### config.mk
export PLATFORM = sky130hd
export DESIGN_NAME = superkmer_expand_canonical
export DESIGN_NICKNAME = d
export VERILOG_FILES = /design/src/rtl/skce_pkg.sv /design/src/rtl/skce_fifo.sv /design/src/rtl/skce_front.sv /design/src/rtl/skce_back.sv /design/src/rtl/superkmer_expand_canonical.sv
export SDC_FILE = /design/constraint.sdc
export NUM_CORES = 1
export LEC_CHECK = 0
export CAP_MARGIN = 20
export CORE_MARGIN = 3
export CORE_UTILIZATION = 66
export CTS_BUF_LIST = sky130_fd_sc_hd__clkbuf_8
export CTS_CLUSTER_SIZE = 8
export DETAILED_ROUTE_END_ITERATION = 7
export DONT_BUFFER_PORTS = 1
export PLACE_DENSITY_LB_ADDON = 0.3
export SYNTH_ARGS = -nofsm -noshare
export SYNTH_HDL_FRONTEND = slang
export SYNTH_SLANG_ARGS = --single-unit
### constraint.sdc
create_clock -name clk -period 6.3 [get_ports clk]
set_input_delay 0.63 -clock clk [delete_from_list [all_inputs] [get_ports clk]]
set_output_delay 0.63 -clock clk [all_outputs]
set_load 0.01 [all_outputs]
### src/rtl/skce_pkg.sv
`default_nettype none

package skce_pkg;

  // Width of the canonical k-mer result port (2 bits per base, 32 bases).
  localparam int OUT_W     = 64;
  localparam int BYTE_W    = 8;
  localparam int KLEN_W    = 6;
  localparam int SYMS_W    = 8;
  localparam int KBYTES_W  = 4;
  localparam int BASES_PER_BYTE = 4;

  // Parser phase of the record stream.
  typedef enum logic [1:0] {
    PH_COUNT = 2'd0,
    PH_KMER  = 2'd1,
    PH_SYMS  = 2'd2
  } phase_t;

  // One byte's worth of work for the back end.
  typedef struct packed {
    logic [BYTE_W-1:0] data;        // packed bases, first base in bits 7:6
    logic              clr;         // count byte: clear both k-mers
    logic [2:0]        nshift;      // bases to shift in, 0 to 4
    logic              emit;        // this byte produces results
    logic [1:0]        first_emit;  // first base position that produces a result
    logic              rec_end;     // the last result closes the record
  } cmd_t;

endpackage

`default_nettype wire

### src/rtl/skce_fifo.sv
`default_nettype none

module skce_fifo #(
  parameter int W     = 16,
  parameter int DEPTH = 2
) (
  input  wire logic         clk,
  input  wire logic         rst_n,
  input  wire logic         push,
  input  wire logic [W-1:0] wdata,
  input  wire logic         pop,
  output logic     [W-1:0]  rdata,
  output logic              full,
  output logic              empty
);

  localparam int PW = (DEPTH > 1) ? $clog2(DEPTH) : 1;
  localparam int CW = $clog2(DEPTH + 1);

  logic [W-1:0]  mem_r [DEPTH];
  logic [PW-1:0] wr_ptr_r, wr_ptr_nxt;
  logic [PW-1:0] rd_ptr_r, rd_ptr_nxt;
  logic [CW-1:0] cnt_r, cnt_nxt;
  logic          do_push, do_pop;

  assign full    = (cnt_r == CW'(DEPTH));
  assign empty   = (cnt_r == '0);
  assign do_push = push && !full;
  assign do_pop  = pop && !empty;
  assign rdata   = mem_r[rd_ptr_r];

  always_comb begin
    wr_ptr_nxt = wr_ptr_r;
    rd_ptr_nxt = rd_ptr_r;
    cnt_nxt    = cnt_r;
    if (do_push) begin
      wr_ptr_nxt = (wr_ptr_r == PW'(DEPTH - 1)) ? '0 : wr_ptr_r + 1'b1;
    end
    if (do_pop) begin
      rd_ptr_nxt = (rd_ptr_r == PW'(DEPTH - 1)) ? '0 : rd_ptr_r + 1'b1;
    end
    if (do_push && !do_pop) begin
      cnt_nxt = cnt_r + 1'b1;
    end else if (do_pop && !do_push) begin
      cnt_nxt = cnt_r - 1'b1;
    end
  end

  always_ff @(posedge clk) begin
    if (!rst_n) begin
      wr_ptr_r <= '0;
      rd_ptr_r <= '0;
      cnt_r    <= '0;
    end else begin
      wr_ptr_r <= wr_ptr_nxt;
      rd_ptr_r <= rd_ptr_nxt;
      cnt_r    <= cnt_nxt;
    end
  end

  always_ff @(posedge clk) begin
    if (do_push) begin
      mem_r[wr_ptr_r] <= wdata;
    end
  end

endmodule

`default_nettype wire

### src/rtl/skce_front.sv
`default_nettype none

module skce_front (
  input  wire logic                          clk,
  input  wire logic                          rst_n,
  input  wire logic [skce_pkg::KLEN_W-1:0]   keff,
  input  wire logic                          in_valid,
  output logic                               in_stall,
  input  wire logic [skce_pkg::BYTE_W-1:0]   in_byte,
  input  wire logic                          in_bin_start,
  output logic                               cmd_push,
  output skce_pkg::cmd_t                     cmd,
  input  wire logic                          q_full
);

  import skce_pkg::*;

  phase_t              phase_r, phase_nxt;
  logic [SYMS_W-1:0]   syms_r, syms_nxt;
  logic [KBYTES_W-1:0] kbl_r, kbl_nxt;

  phase_t              ph;
  logic                accept;
  logic                kmer_last;
  logic [2:0]          nb;
  logic [2:0]          avail;
  logic [2:0]          extra;
  logic [SYMS_W-1:0]   syms_left;

  assign in_stall = q_full;
  assign accept   = in_valid && !q_full;

  // Effective phase for this byte, and how many extra bases it carries.
  always_comb begin
    if (in_bin_start) begin
      ph = PH_COUNT;
    end else begin
      case (phase_r)
        PH_KMER: ph = PH_KMER;
        PH_SYMS: ph = PH_SYMS;
        default: ph = PH_COUNT;
      endcase
    end
    kmer_last = (kbl_r <= KBYTES_W'(1));
    nb        = {1'b0, keff[1:0] - 2'd1} + 3'd1;
    avail     = (ph == PH_KMER) ? 3'(BASES_PER_BYTE) - nb : 3'(BASES_PER_BYTE);
    extra     = (syms_r < SYMS_W'(avail)) ? syms_r[2:0] : avail;
    syms_left = syms_r - SYMS_W'(extra);
  end

  // Next state.
  always_comb begin
    phase_nxt = phase_r;
    syms_nxt  = syms_r;
    kbl_nxt   = kbl_r;
    case (ph)
      PH_COUNT: begin
        syms_nxt  = in_byte;
        kbl_nxt   = KBYTES_W'((7'(keff) + 7'd3) >> 2);
        phase_nxt = PH_KMER;
      end
      PH_KMER: begin
        if (!kmer_last) begin
          kbl_nxt   = kbl_r - 1'b1;
          phase_nxt = PH_KMER;
        end else begin
          kbl_nxt   = '0;
          syms_nxt  = syms_left;
          phase_nxt = (syms_left == '0) ? PH_COUNT : PH_SYMS;
        end
      end
      PH_SYMS: begin
        syms_nxt  = syms_left;
        phase_nxt = (syms_left == '0) ? PH_COUNT : PH_SYMS;
      end
      default: phase_nxt = PH_COUNT;
    endcase
  end

  // Command for the back end.
  always_comb begin
    cmd.data       = in_byte;
    cmd.clr        = 1'b0;
    cmd.nshift     = '0;
    cmd.emit       = 1'b0;
    cmd.first_emit = '0;
    cmd.rec_end    = (syms_left == '0);
    case (ph)
      PH_COUNT: begin
        cmd.clr = 1'b1;
      end
      PH_KMER: begin
        if (!kmer_last) begin
          cmd.nshift = 3'(BASES_PER_BYTE);
        end else begin
          cmd.nshift     = nb + extra;
          cmd.emit       = 1'b1;
          cmd.first_emit = 2'(nb - 3'd1);
        end
      end
      PH_SYMS: begin
        cmd.nshift = extra;
        cmd.emit   = (extra != '0);
      end
      default: cmd.clr = 1'b1;
    endcase
    // A symbol byte past the end of a record changes nothing downstream.
    cmd_push = accept && (cmd.clr || cmd.nshift != '0);
  end

  always_ff @(posedge clk) begin
    if (!rst_n) begin
      phase_r <= PH_COUNT;
      syms_r  <= '0;
      kbl_r   <= '0;
    end else if (accept) begin
      phase_r <= phase_nxt;
      syms_r  <= syms_nxt;
      kbl_r   <= kbl_nxt;
    end
  end

endmodule

`default_nettype wire

### src/rtl/skce_back.sv
`default_nettype none

module skce_back #(
  parameter int MAX_K = 32
) (
  input  wire logic                         clk,
  input  wire logic                         rst_n,
  input  wire logic [skce_pkg::KLEN_W-1:0]  keff,
  input  wire skce_pkg::cmd_t               cmd,
  input  wire logic                         q_empty,
  output logic                              q_pop,
  output logic                              out_valid,
  input  wire logic                         out_stall,
  output logic [skce_pkg::OUT_W-1:0]        out_canonical_kmer,
  output logic                              out_record_end,
  output logic                              out_last_of_byte
);

  import skce_pkg::*;

  localparam int KW = 2 * MAX_K;

  logic [KW-1:0] fwd_r, fwd_nxt;
  logic [KW-1:0] rev_r, rev_nxt;
  logic [1:0]    pos_r, pos_nxt;
  logic          out_valid_r, out_valid_nxt;
  logic [KW-1:0] kmin_r;
  logic          rec_end_r;
  logic          last_r;

  logic [KW-1:0] mask;
  logic [KW-1:0] rev_sh;
  logic [1:0]    base;
  logic          emit_now;
  logic          last_step;
  logic          out_free;
  logic          go;

  always_comb begin
    for (int i = 0; i < MAX_K; i++) begin
      mask[2*i +: 2] = (KLEN_W'(i) < keff) ? 2'b11 : 2'b00;
    end
  end

  always_comb begin
    case (pos_r)
      2'd0:    base = cmd.data[7:6];
      2'd1:    base = cmd.data[5:4];
      2'd2:    base = cmd.data[3:2];
      2'd3:    base = cmd.data[1:0];
      default: base = cmd.data[7:6];
    endcase
  end

  // One base step: forward takes the base at the low end, reverse ORs its
  // complement into base slot K-1. That slot may still hold bits when K has
  // shrunk since the previous step.
  always_comb begin
    rev_sh = rev_r >> 2;
    for (int i = 0; i < MAX_K; i++) begin
      if (KLEN_W'(i) == keff - 1'b1) begin
        rev_sh[2*i +: 2] = rev_sh[2*i +: 2] | ~base;
      end
    end
    fwd_nxt = ((fwd_r << 2) | KW'(base)) & mask;
    rev_nxt = rev_sh & mask;
  end

  assign emit_now  = !cmd.clr && cmd.emit && (pos_r >= cmd.first_emit);
  assign last_step = cmd.clr || ({1'b0, pos_r} == cmd.nshift - 3'd1);
  assign out_free  = !out_valid_r || !out_stall;
  assign go        = !q_empty && (!emit_now || out_free);
  assign q_pop     = go && last_step;

  always_comb begin
    pos_nxt = pos_r;
    if (go) begin
      pos_nxt = last_step ? 2'd0 : pos_r + 2'd1;
    end
    out_valid_nxt = out_valid_r;
    if (go && emit_now) begin
      out_valid_nxt = 1'b1;
    end else if (!out_stall) begin
      out_valid_nxt = 1'b0;
    end
  end

  always_ff @(posedge clk) begin
    if (!rst_n) begin
      fwd_r       <= '0;
      rev_r       <= '0;
      pos_r       <= '0;
      out_valid_r <= 1'b0;
    end else begin
      pos_r       <= pos_nxt;
      out_valid_r <= out_valid_nxt;
      if (go) begin
        fwd_r <= cmd.clr ? '0 : fwd_nxt;
        rev_r <= cmd.clr ? '0 : rev_nxt;
      end
    end
  end

  always_ff @(posedge clk) begin
    if (go && emit_now) begin
      kmin_r    <= (fwd_nxt < rev_nxt) ? fwd_nxt : rev_nxt;
      rec_end_r <= last_step && cmd.rec_end;
      last_r    <= last_step;
    end
  end

  assign out_valid          = out_valid_r;
  assign out_canonical_kmer = OUT_W'(kmin_r);
  assign out_record_end     = rec_end_r;
  assign out_last_of_byte   = last_r;

endmodule

`default_nettype wire

### src/rtl/superkmer_expand_canonical.sv
`default_nettype none

// Channel  Direction  Handshake            Beat contents
// in       input      in_valid/in_stall    in_byte, in_bin_start
// out      output     out_valid/out_stall  out_canonical_kmer, out_record_end,
//                                          out_last_of_byte
// cfg      input      cfg_valid/cfg_ready  cfg_kmer_len
//
// The back end shifts one base per cycle and results leave at one per cycle
// while the output is not stalled; a k-mer or symbol byte shifts up to four
// bases. A two-entry command queue sits between parser and shifter, and the
// result register lets the shifter run while a result waits.
// Reset is synchronous and active low; it returns K to 31 and clears state.
// A stall on the output holds only the steps that produce results.

module superkmer_expand_canonical #(
  parameter int MAX_K = 32
) (
  input  wire logic                         clk,
  input  wire logic                         rst_n,
  input  wire logic                         in_valid,
  output logic                              in_stall,
  input  wire logic [skce_pkg::BYTE_W-1:0]  in_byte,
  input  wire logic                         in_bin_start,
  output logic                              out_valid,
  input  wire logic                         out_stall,
  output logic [skce_pkg::OUT_W-1:0]        out_canonical_kmer,
  output logic                              out_record_end,
  output logic                              out_last_of_byte,
  input  wire logic                         cfg_valid,
  output logic                              cfg_ready,
  input  wire logic [skce_pkg::KLEN_W-1:0]  cfg_kmer_len
);

  import skce_pkg::*;

  localparam int QDEPTH = 2;

  logic [KLEN_W-1:0] kmer_len_r;
  logic [KLEN_W-1:0] keff;

  cmd_t cmd_in;
  cmd_t cmd_head;
  logic cmd_push;
  logic q_pop;
  logic q_full;
  logic q_empty;

  // The register is always writable; the user must keep writes to idle times.
  assign cfg_ready = 1'b1;

  always_ff @(posedge clk) begin
    if (!rst_n) begin
      kmer_len_r <= KLEN_W'(31);
    end else if (cfg_valid && cfg_ready) begin
      kmer_len_r <= cfg_kmer_len;
    end
  end

  // The working k-mer length is the register clamped to one through MAX_K.
  always_comb begin
    if (kmer_len_r == '0) begin
      keff = KLEN_W'(1);
    end else if (kmer_len_r > KLEN_W'(MAX_K)) begin
      keff = KLEN_W'(MAX_K);
    end else begin
      keff = kmer_len_r;
    end
  end

  // The parser turns each accepted byte into at most one back-end command.
  skce_front u_front (
    .clk          (clk),
    .rst_n        (rst_n),
    .keff         (keff),
    .in_valid     (in_valid),
    .in_stall     (in_stall),
    .in_byte      (in_byte),
    .in_bin_start (in_bin_start),
    .cmd_push     (cmd_push),
    .cmd          (cmd_in),
    .q_full       (q_full)
  );

  skce_fifo #(
    .W     ($bits(cmd_t)),
    .DEPTH (QDEPTH)
  ) u_queue (
    .clk   (clk),
    .rst_n (rst_n),
    .push  (cmd_push),
    .wdata (cmd_in),
    .pop   (q_pop),
    .rdata (cmd_head),
    .full  (q_full),
    .empty (q_empty)
  );

  // The shifter keeps both k-mers and registers the smaller one per result.
  skce_back #(
    .MAX_K (MAX_K)
  ) u_back (
    .clk                (clk),
    .rst_n              (rst_n),
    .keff               (keff),
    .cmd                (cmd_head),
    .q_empty            (q_empty),
    .q_pop              (q_pop),
    .out_valid          (out_valid),
    .out_stall          (out_stall),
    .out_canonical_kmer (out_canonical_kmer),
    .out_record_end     (out_record_end),
    .out_last_of_byte   (out_last_of_byte)
  );

endmodule

`default_nettype wire

==> impl_metrics.ini <==
[run_status]
status = complete, no violations

[timing]
hold_ws_ns = 0.142
fin_setup_tns_ns = 0
tightest_slew_ns = 1.09
maxSlewViolCount = 0
min_period_ns = 5.92
fin_worst_skew_ns = 0.0254
hold_viol = 0
setup_viol = 0
fin_crit_sh = 0.940
slew-limit-headroom = 0.272
fmax_mhz = 169

[min_path]
hold_depth = 1
hold_class = in -> reg
worstHoldStart = rst_n
hold_path_end = kmer_len_r[3]

[route]
first_iter_violations = 1225
wl_met1_um = 14500
vias = 11300
top_layer = met4
drc = 0
wl_met3_um = 3140
antenna_left = 0
via_per_inst = 6.29
routedWlPerCell_um = 19.5
wl_met2_um = 16500
dr.pass1.iters = 6
drt-total-wl_um = 35100

[clock_network]
cts_made_buffers = 41
ctsHoldBuffers = 0
cts_resized = 0
cts_tree = done
cts_buffer_depth = 3
worstSkewPairLatency_ns = 0.56
clk_pin_slew_ns = 0.06
htreeDepth = 2
cts_setup_buffers = 0
cts.sinks = 250
clock-root-buffer = clkbuf_8

[place]
dp_hpwl_um = 24300
place_inst = 1721
finalWeightedCongestion = 0.970
io_buffers = 0

[run]
maxCapViolations = 0

[floorplan]
die_x_um = 148
die-area_um2 = 22000
core.rowCount = 51
die_h_um = 148
top_level_ports = 89
core_um2 = 19700
start_util = 0.680

[worst_setup_path]
path_buf_inv = 4
r2r_end = u_back.out_canonical_kmer[22]
r2r_start = kmer_len_r[1]
crit_chain = or4_1, a21oi_2, inv_1, ha_1, inv_1, nor3_1, o21ai_1, nand2b_1, buf_4, nor2_1, o21ai_1, ha_1, a21oi_1, o211ai_1, a221oi_1, nand3_1, o211ai_2, nand3_4, buf_4, mux2i_1
slowest_stage = or4_1
worstSetupPathType = reg -> reg
crit_fanout = 22
rr_worst_depth = 20
cp.required_ns = 6.56
path_delay_family = compound AO/OA/AOI/OAI gates
cp-end-kind = flip-flop
reg2reg_slack_ns = 0.38
crit_start = kmer_len_r[1]
arrival_ns = 6.18
cp_slowest_stage_delay_ns = 0.57
start_kind = flip-flop

[synth]
ys_ff_latch = 250
synthDominantCellAreaShare = 0.227
synth_edf_count = 98
synth.area.top_cells = dfxtp_1 23%, edfxtp_1 22%, ha_1 8.2%, mux2i_1 6.1%, nand2_1 5.4%
yosysSeqAreaShare = 0.447
yosys_most_used_dff = dfxtp_1
syn_inst = 1503
syn_area_um2 = 13400
ys_types = 79
yosys.area.top_type = dfxtp_1
synth_fp_nets = 1612
synth_warnings = 0
async_reset_ff_frac = 0
syn_area_per_cell_um2 = 8.92

[global_route]
antenna_found_initial = 0
overflow = 0
grt_pass1_wl_um = 56300
grt_usage = 0.315
grt_max_degree = 86
grt_pass1_vias = 10700

[finish]
layout-drive-gt1-share = 0.0783
fin_util = 0.731
fin_nets = 1608
area_delta_synth_final_pct = 7.60
antenna_cells = 0
final-instance-count-excl-fill = 1797

[power_and_ir_drop]
ir_drop_uv = 328
p_leak_nw = 6.07
power_w = 0.00495
powerDensity_nw_per_um2 = 344
## per-layer routing
layer  vias up  track usage
li1       5284            -
met1      5361        0.428
met5         -            0
met2       578        0.507
met4         0        0.100
met3        79       0.0676
## worst max path at each step
stage	end	cells past startpoint
global route	u_queue.cnt_r[1]	20
floorplan	u_queue.mem_r[0][0]	19
finish	u_back.out_canonical_kmer[22]	20
global placement	u_queue.cnt_r[1]	19
CTS	u_queue.cnt_r[1]	19
detailed placement	u_queue.cnt_r[1]	19
## metrics by stage
| stage | setup slack, ns | instance area [µm²] |
|---|---|---|
| 6_report | 0.377 | 14400 |
| 5_1_grt | -0.0317 | 14400 |
| 4_1_cts | 0.343 | 14400 |
| 3_5_place_dp | 0.373 | 13600 |
| 3_3_place_gp | 0.669 | 13600 |
| 2_1_floorplan | 0.742 | 13400 |
## where the power goes
part / leakage, nW / internal, W / switching, W
logic: 3.42 / 0.000553 / 0.00114
registers: 2.17 / 0.00179 / 0.0000676
clock network: 0.487 / 0.000756 / 0.000645
total: 6.07 / 0.00310 / 0.00185
## state kept, by name, summed over array words and instances, names as in the netlist, 4 cells and up, named ones only
signal / count
u_back.out_canonical_kmer: 64
u_back.fwd_r: 62
u_front.kbl_r: 4
u_queue.mem_r: 32
u_front.syms_r: 8
u_back.rev_r: 62
kmer_len_r: 6
## cells in the final DEF (no fill, tap or decap), types with 7 or more instances in the layout
cell and instances:
nand3_1 44, and2_1 7, o211ai_1 9, o21ai_0 101, dfxtp_1 152, a211oi_1 8
inv_1 116, xnor2_1 8, a2bb2oi_1 26, nor2_1 186, nand2b_1 15, a21oi_1 111
o21ai_1 11, mux2i_1 80, nand2_1 193, ha_1 88, nor2b_1 7, clkbuf_8 50
edfxtp_1 98, buf_4 34, a21o_1 7, nor3_1 58, nand4_1 11
## worst reg2reg max path, stage by stage (launching register included)
cell      delay [ns]
dfxtp_1         0.41
or4_1           0.57
a21oi_2         0.33
inv_1           0.13
ha_1            0.23
inv_1           0.18
nor3_1          0.07
o21ai_1         0.30
nand2b_1        0.39
buf_4           0.23
nor2_1          0.07
o21ai_1         0.27
ha_1            0.32
a21oi_1         0.21
o211ai_1        0.12
a221oi_1        0.48
nand3_1         0.24
o211ai_2        0.26
nand3_4         0.28
buf_4           0.38
mux2i_1         0.17
## cell usage after synthesis, drive strengths merged (5+ instances only)
| cell type | count |
|---|---|
| o21bai | 6 |
| ha | 88 |
| or3 | 7 |
| a21oi | 112 |
| nand2b | 15 |
| nor2 | 188 |
| edfxtp | 98 |
| a211oi | 9 |
| xnor2 | 8 |
| clkbuf | 53 |
| dfxtp | 152 |
| xor2 | 6 |
| o21ai | 112 |
| or2 | 6 |
| a41oi | 5 |
| o22ai | 5 |
| buf | 28 |
| a21o | 7 |
| a31oi | 6 |
| nand3 | 45 |
| a2bb2oi | 26 |
| inv | 97 |
| nand4 | 11 |
| mux2i | 81 |
| o211ai | 10 |
| nand2 | 193 |
| nor3 | 60 |
| nor2b | 7 |
| and2 | 8 |
## cells by family (layout without fill, tap and decap cells)
group	count (synthesis)	after routing	synth area share
compound gates	329	329	0.153
flops	250	250	0.447
mux	86	86	0.0658
fa+ha+maj	89	89	0.0837
buf+inv	178	207	0.0597
xor+xnor	14	14	0.00915
other cells	1	1	0.000280
simple gates	556	556	0.182
## cell type report
type                            count  area, µm²
Clock buffer                       50        688
Tap cell                          265        332
Timing Repair Buffer               34        255
Fill cell                        1444       5300
Multi-Input combinational cell   1075       6670
Clock inverter                     26        128
Inverter                           97        365
Sequential cell                   250       5990
Note: power is estimated with default switching activity, not from simulation.
